`config.mk`:
```
export PLATFORM = sky130hd
export DESIGN_NAME = tsp_ctrl
export DESIGN_NICKNAME = d
export VERILOG_FILES = /design/src/sv/tsp_pkg.sv /design/src/sv/tsp_ctrl.sv
export SDC_FILE = /design/constraint.sdc
export NUM_CORES = 1
export LEC_CHECK = 0
export BUFFER_PORTS_ARGS = -buffer_cell sky130_fd_sc_hd__buf_2
export CELL_PAD_IN_SITES_DETAIL_PLACEMENT = 1
export CELL_PAD_IN_SITES_GLOBAL_PLACEMENT = 2
export CORE_AREA = 5 5 42 44
export DETAILED_ROUTE_END_ITERATION = 10
export DIE_AREA = 0 0 47 49
export GPL_TIMING_DRIVEN = 0
export PLACE_DENSITY = 0.74
export SLEW_MARGIN = 20
export SYNTH_ARGS = -nofsm -noshare
export SYNTH_HDL_FRONTEND = slang
export SYNTH_SLANG_ARGS = --single-unit
export TNS_END_PERCENT = 10
```
`constraint.sdc`:
```
create_clock -name i_clk -period 3.59 [get_ports i_clk]
set_clock_uncertainty 0.1 [all_clocks]
set_input_delay 0.5385 -clock i_clk [delete_from_list [all_inputs] [get_ports i_clk]]
set_output_delay 0.5385 -clock i_clk [all_outputs]
set_load 0.1 [all_outputs]
```
`src/sv/tsp_pkg.sv`:
```
// ----------------------------------------------------------------------------
// tsp_pkg
// Sizes, codes and controller/datapath link types for timed setpoint playback.
// ----------------------------------------------------------------------------
package tsp_pkg;

    // Trajectory sizing
    localparam int MAX_ENTRIES  = 64;
    localparam int COMMAND_BITS = 64;
    localparam int IDX_W        = (MAX_ENTRIES > 1) ? $clog2(MAX_ENTRIES) : 1;
    localparam int CNT_W        = $clog2(MAX_ENTRIES + 1);
    localparam int ADDR_W       = IDX_W + 1;

    // Field widths
    localparam int KIND_W   = 2;
    localparam int TIME_W   = 32;
    localparam int CMD_IN_W = 64;
    localparam int RIDX_W   = 6;
    localparam int STEP_W   = 16;

    // Configuration port
    localparam int                PADDR_W       = 3;
    localparam int                PDATA_W       = 32;
    localparam logic              REG_TICK_STEP = 1'b0;
    localparam logic [STEP_W-1:0] TICK_STEP_RST = 16'd1000;

    // Item kinds
    localparam logic [KIND_W-1:0] KIND_LOAD = 2'd0;
    localparam logic [KIND_W-1:0] KIND_TICK = 2'd1;
    localparam logic [KIND_W-1:0] KIND_STOP = 2'd2;

    // Result kinds
    localparam logic [KIND_W-1:0] RES_CMD    = 2'd0;
    localparam logic [KIND_W-1:0] RES_ACCEPT = 2'd1;
    localparam logic [KIND_W-1:0] RES_REJECT = 2'd2;

    typedef enum logic [1:0] {
        ST_IDLE,
        ST_EXEC,
        ST_SCAN,
        ST_EMIT
    } t_state;

    // Controller -> datapath
    typedef struct packed {
        logic capture;
        logic load;
        logic tick;
        logic stop;
        logic scan;
        logic push;
    } t_dp_cmd;

    // Datapath -> controller
    typedef struct packed {
        logic [KIND_W-1:0] kind;
        logic              last;
        logic              scan_start;
        logic              scan_done;
        logic              scan_emit;
        logic              out_free;
    } t_dp_sts;

endpackage

```
`src/sv/tsp_ctrl.sv`:
```
// ----------------------------------------------------------------------------
// tsp_ctrl
// Sequencer: takes one item, runs it through the datapath, hands off the
// result, if there is one.
// ----------------------------------------------------------------------------
module tsp_ctrl (
    input  logic             i_clk,
    input  logic             i_rst_n,
    input  logic             i_item_valid,
    output logic             o_item_ready,
    input  tsp_pkg::t_dp_sts i_sts,
    output tsp_pkg::t_dp_cmd o_cmd
);
    import tsp_pkg::*;

    t_state r_state, n_state;

    // Next state
    always_comb begin
        n_state = r_state;
        case (r_state)
            ST_IDLE: begin
                if (i_item_valid) begin
                    n_state = ST_EXEC;
                end
            end
            ST_EXEC: begin
                case (i_sts.kind)
                    KIND_LOAD: n_state = i_sts.last ? ST_EMIT : ST_IDLE;
                    KIND_TICK: n_state = i_sts.scan_start ? ST_SCAN : ST_IDLE;
                    default:   n_state = ST_IDLE;
                endcase
            end
            ST_SCAN: begin
                if (i_sts.scan_done) begin
                    n_state = i_sts.scan_emit ? ST_EMIT : ST_IDLE;
                end
            end
            ST_EMIT: begin
                if (i_sts.out_free) begin
                    n_state = ST_IDLE;
                end
            end
            default: n_state = ST_IDLE;
        endcase
    end

    // Commands
    always_comb begin
        o_cmd        = '0;
        o_item_ready = 1'b0;
        case (r_state)
            ST_IDLE: begin
                o_item_ready  = 1'b1;
                o_cmd.capture = i_item_valid;
            end
            ST_EXEC: begin
                case (i_sts.kind)
                    KIND_LOAD: o_cmd.load = 1'b1;
                    KIND_TICK: o_cmd.tick = 1'b1;
                    KIND_STOP: o_cmd.stop = 1'b1;
                    default: ;
                endcase
            end
            ST_SCAN: o_cmd.scan = 1'b1;
            ST_EMIT: o_cmd.push = i_sts.out_free;
            default: ;
        endcase
    end

    always_ff @(posedge i_clk) begin
        if (!i_rst_n) begin
            r_state <= ST_IDLE;
        end else begin
            r_state <= n_state;
        end
    end

endmodule

```
==> run_results.csv <==
group,metric,value,unit
clock_tree,root_buffer,"clkbuf_4",
detailed_routing,vias,232,
synth,synth-seq-cells,2,
floorplan,core,1400,um2
sta,slew_headroom,67.5,%
sta,period_needed,2.08,ns
setup_path,rrSetupSlack,2.38,ns
synth,yosys-top-cells-area,"dfxtp_1 (20%), nor4b_4 (12%), a22oi_2 (6.1%)",
clock_tree,path_clk_slew,0.03,ns
place,dp_worst_setup_slack,1.52,ns
hold_path,min_path_type,"in2reg",
setup_path,cp_slowest_stage_delay,0.48,ns
grt,grt_pass1_wl,1.05,mm
grt,overflow,0,
floorplan,dieWidth,47,um
sta,min_period_over_period,58.0,%
cells_and_area,largest_register_ffs,2,
place,portBuffers,16,
synth,ys_warn_count,0,
sta,worstMarginPinSlew,0.492,ns
clock_tree,postCtsSetupBuffers,0,
detailed_routing,drtIter0Drc,1,
clock_tree,cts_sinks,2,
setup_path,cp_cell_sequence,"buf_2 -> nor4b_4 -> buf_2",
synth,yosysTopAreaCellShare,19.5,%
setup_path,crit_type,"reg2out",
grt,grt_pass1_vias,238,
clock_tree,hold_buffers,0,
setup_path,required,2.95,ns
clock_tree,worstSkewPairLatency,0.22,ns
setup_path,cp_max_fo,10,
grt,track_usage,6.82,%
sta,hold_violations,0,
sta,rsz0062_at_grt,"no",
clock_tree,htree_num_levels,1,
cells_and_area,diodes,0,
detailed_routing,wl,668,um
clock_tree,cts_tree,"done",
clock_tree,cts_buffers,3,
setup_path,worstReg2RegStart,"r_state[1]",
hold_path,holdCritStartpoint,"i_rst_n",
power_and_ir_drop,power.total,0.000118,W
synth,netlist_area,205,um2
hold_path,min_to,"r_state[1]",
flow_run,drv_cap,0,
setup_path,critPathMostFrequentCell,"buf_2",
synth,syn_nets,31,
floorplan,die_h,49,um
cells_and_area,largestRegisters,"r_state: 2 flops",
detailed_routing,drt-pass1-iter-count,2,
power_and_ir_drop,p_leak,0.156,nW
synth,synth_top_area_cell,"dfxtp_1",
cells_and_area,fillers,186,
setup_path,r2r_cells,4,
cells_and_area,layout_commonest_cell,"buf_2",
setup_path,cp.arrival,1.44,ns
clock_tree,clk_path_buf_depth,2,
power_and_ir_drop,power_density,361,nW/um2
synth,yosysSeqAreaShare,19.5,%
detailed_routing,vias_per_cell,4.14,
detailed_routing,drc,0,
setup_path,cpMaxStageDelayCell,"buf_2",
grt,antenna_found_initial,0,
floorplan,io-pin-count,17,
sta,finalSetupTns,0,ns
synth,yosysUniqueCellTypes,18,
cells_and_area,registers.top_by_ff_count,"r_state",
status,status,"completed",
power_and_ir_drop,ir_drop,0.0000978,V
floorplan,rows,14,
cells_and_area,final_cell_mix,"buf_2 (17), clkbuf_4 (3), o21ai_0 (2), a21oi_1 (2), dfxtp_1 (2)",
clock_tree,cts_resized,0,
place,gp_congestion,0.622,
sta,setup_ws,1.51,ns
setup_path,worst_setup_path_end_kind,"output pin",
setup_path,worstSetupStartpointType,"register",
detailed_routing,ant_nets,0,
hold_path,whs_path_depth,3,
grt,grt_max_degree,11,
floorplan,die_area,2300,um2
setup_path,regToRegEndpoint,"r_state[0]",
cells_and_area,drive_above_1_share,65.0,%
detailed_routing,wl_per_cell,11.9,um
cells_and_area,final_nets,52,
synth,synthCells,21,
cells_and_area,syn_to_final_growth,59.8,%
sta,setup_violations,0,
sta,slew_violations,0,
floorplan,initial_core_util,14.6,%
synth,syn_area_per_cell,9.77,um2
sta,max_freq,480,MHz
report_power, final:
part / leakage [nW] / total [W] / switching [W] / internal (W)
sequential: 0.0164 / 0.0000237 / 0.000000248 / 0.0000235
clock: 0.0138 / 0.0000488 / 0.0000120 / 0.0000368
combinational: 0.126 / 0.0000458 / 0.0000337 / 0.0000121
total: 0.156 / 0.000118 / 0.0000460 / 0.0000724
worst max-delay path, delay by kind of cell, from the launching register on:
| kind | cells | cell delay (ns) |
|---|---|---|
| buffers and inverters | 2 | 0.67 |
| DFF | 1 | 0.29 |
| and+or+nand+nor | 1 | 0.26 |
synth_stat cells:
cell type  count
a21oi_1        2
dfxtp_1        2
o21ai_0        2
a22o_1         1
a22oi_1        1
a22oi_2        1
and2_1         1
and3_2         1
and4bb_1       1
and4bb_2       1
buf_2          1
buf_6          1
mux2_2         1
mux2i_1        1
nand2b_1       1
nor2_1         1
nor2b_1        1
nor4b_4        1
worst max-delay path by stage:
stage,start,end,slack (ns),depth (start not counted)
floorplan,r_state[0],o_cmd[5],0.34,3
detailed placement,i_sts[6],o_cmd[4],1.52,3
finish,r_state[0],o_cmd[4],1.51,3
global placement,i_sts[6],o_cmd[4],1.52,3
global route,r_state[0],o_cmd[4],1.41,3
CTS,r_state[0],o_cmd[4],1.48,3
cells by family after synthesis:
kind of cell / count (synthesis) / share of synthesized area [%]
AOI/OAI and AO/OA: 7 / 23.8
buffers and inverters: 2 / 7.92
DFF: 2 / 19.5
muxes: 2 / 10.4
and+or+nand+nor: 8 / 38.4
metrics by stage:
stage / instance area, um2 / hold WS [ns] / utilization, % / cells
4_1_cts: 328 / 0.464 / 23.4 / 56
3_3_place_gp: 305 / 0.569 / 21.8 / 53
2_1_floorplan: 205 / 0.533 / - / 21
6_report: 328 / 0.475 / 23.4 / 56
5_1_grt: 328 / 0.472 / 23.4 / 56
3_5_place_dp: 305 / 0.586 / 21.8 / 53
cell type report:
class                      instances  area (um2)  share of cell area (%)
multi-input combinational         17         149                    45.4
timing repair buffer              16        80.1                    24.4
sequential                         2        40.0                    12.2
clock buffer                       3        22.5                    6.87
tap                               16        20.0                    6.11
buffer                             2        16.3                    4.96
routing by layer:
metal | GRT usage [%] | vias up | wire [um]
li1 | - | 118 | -
met1 | 6.78 | 97 | 304
met2 | 7.47 | 17 | 225
met3 | 8.86 | 0 | 137
met4 | 4.15 | 0 | 0
met5 | 0 | - | 0
(Power assumes the default switching activity.)
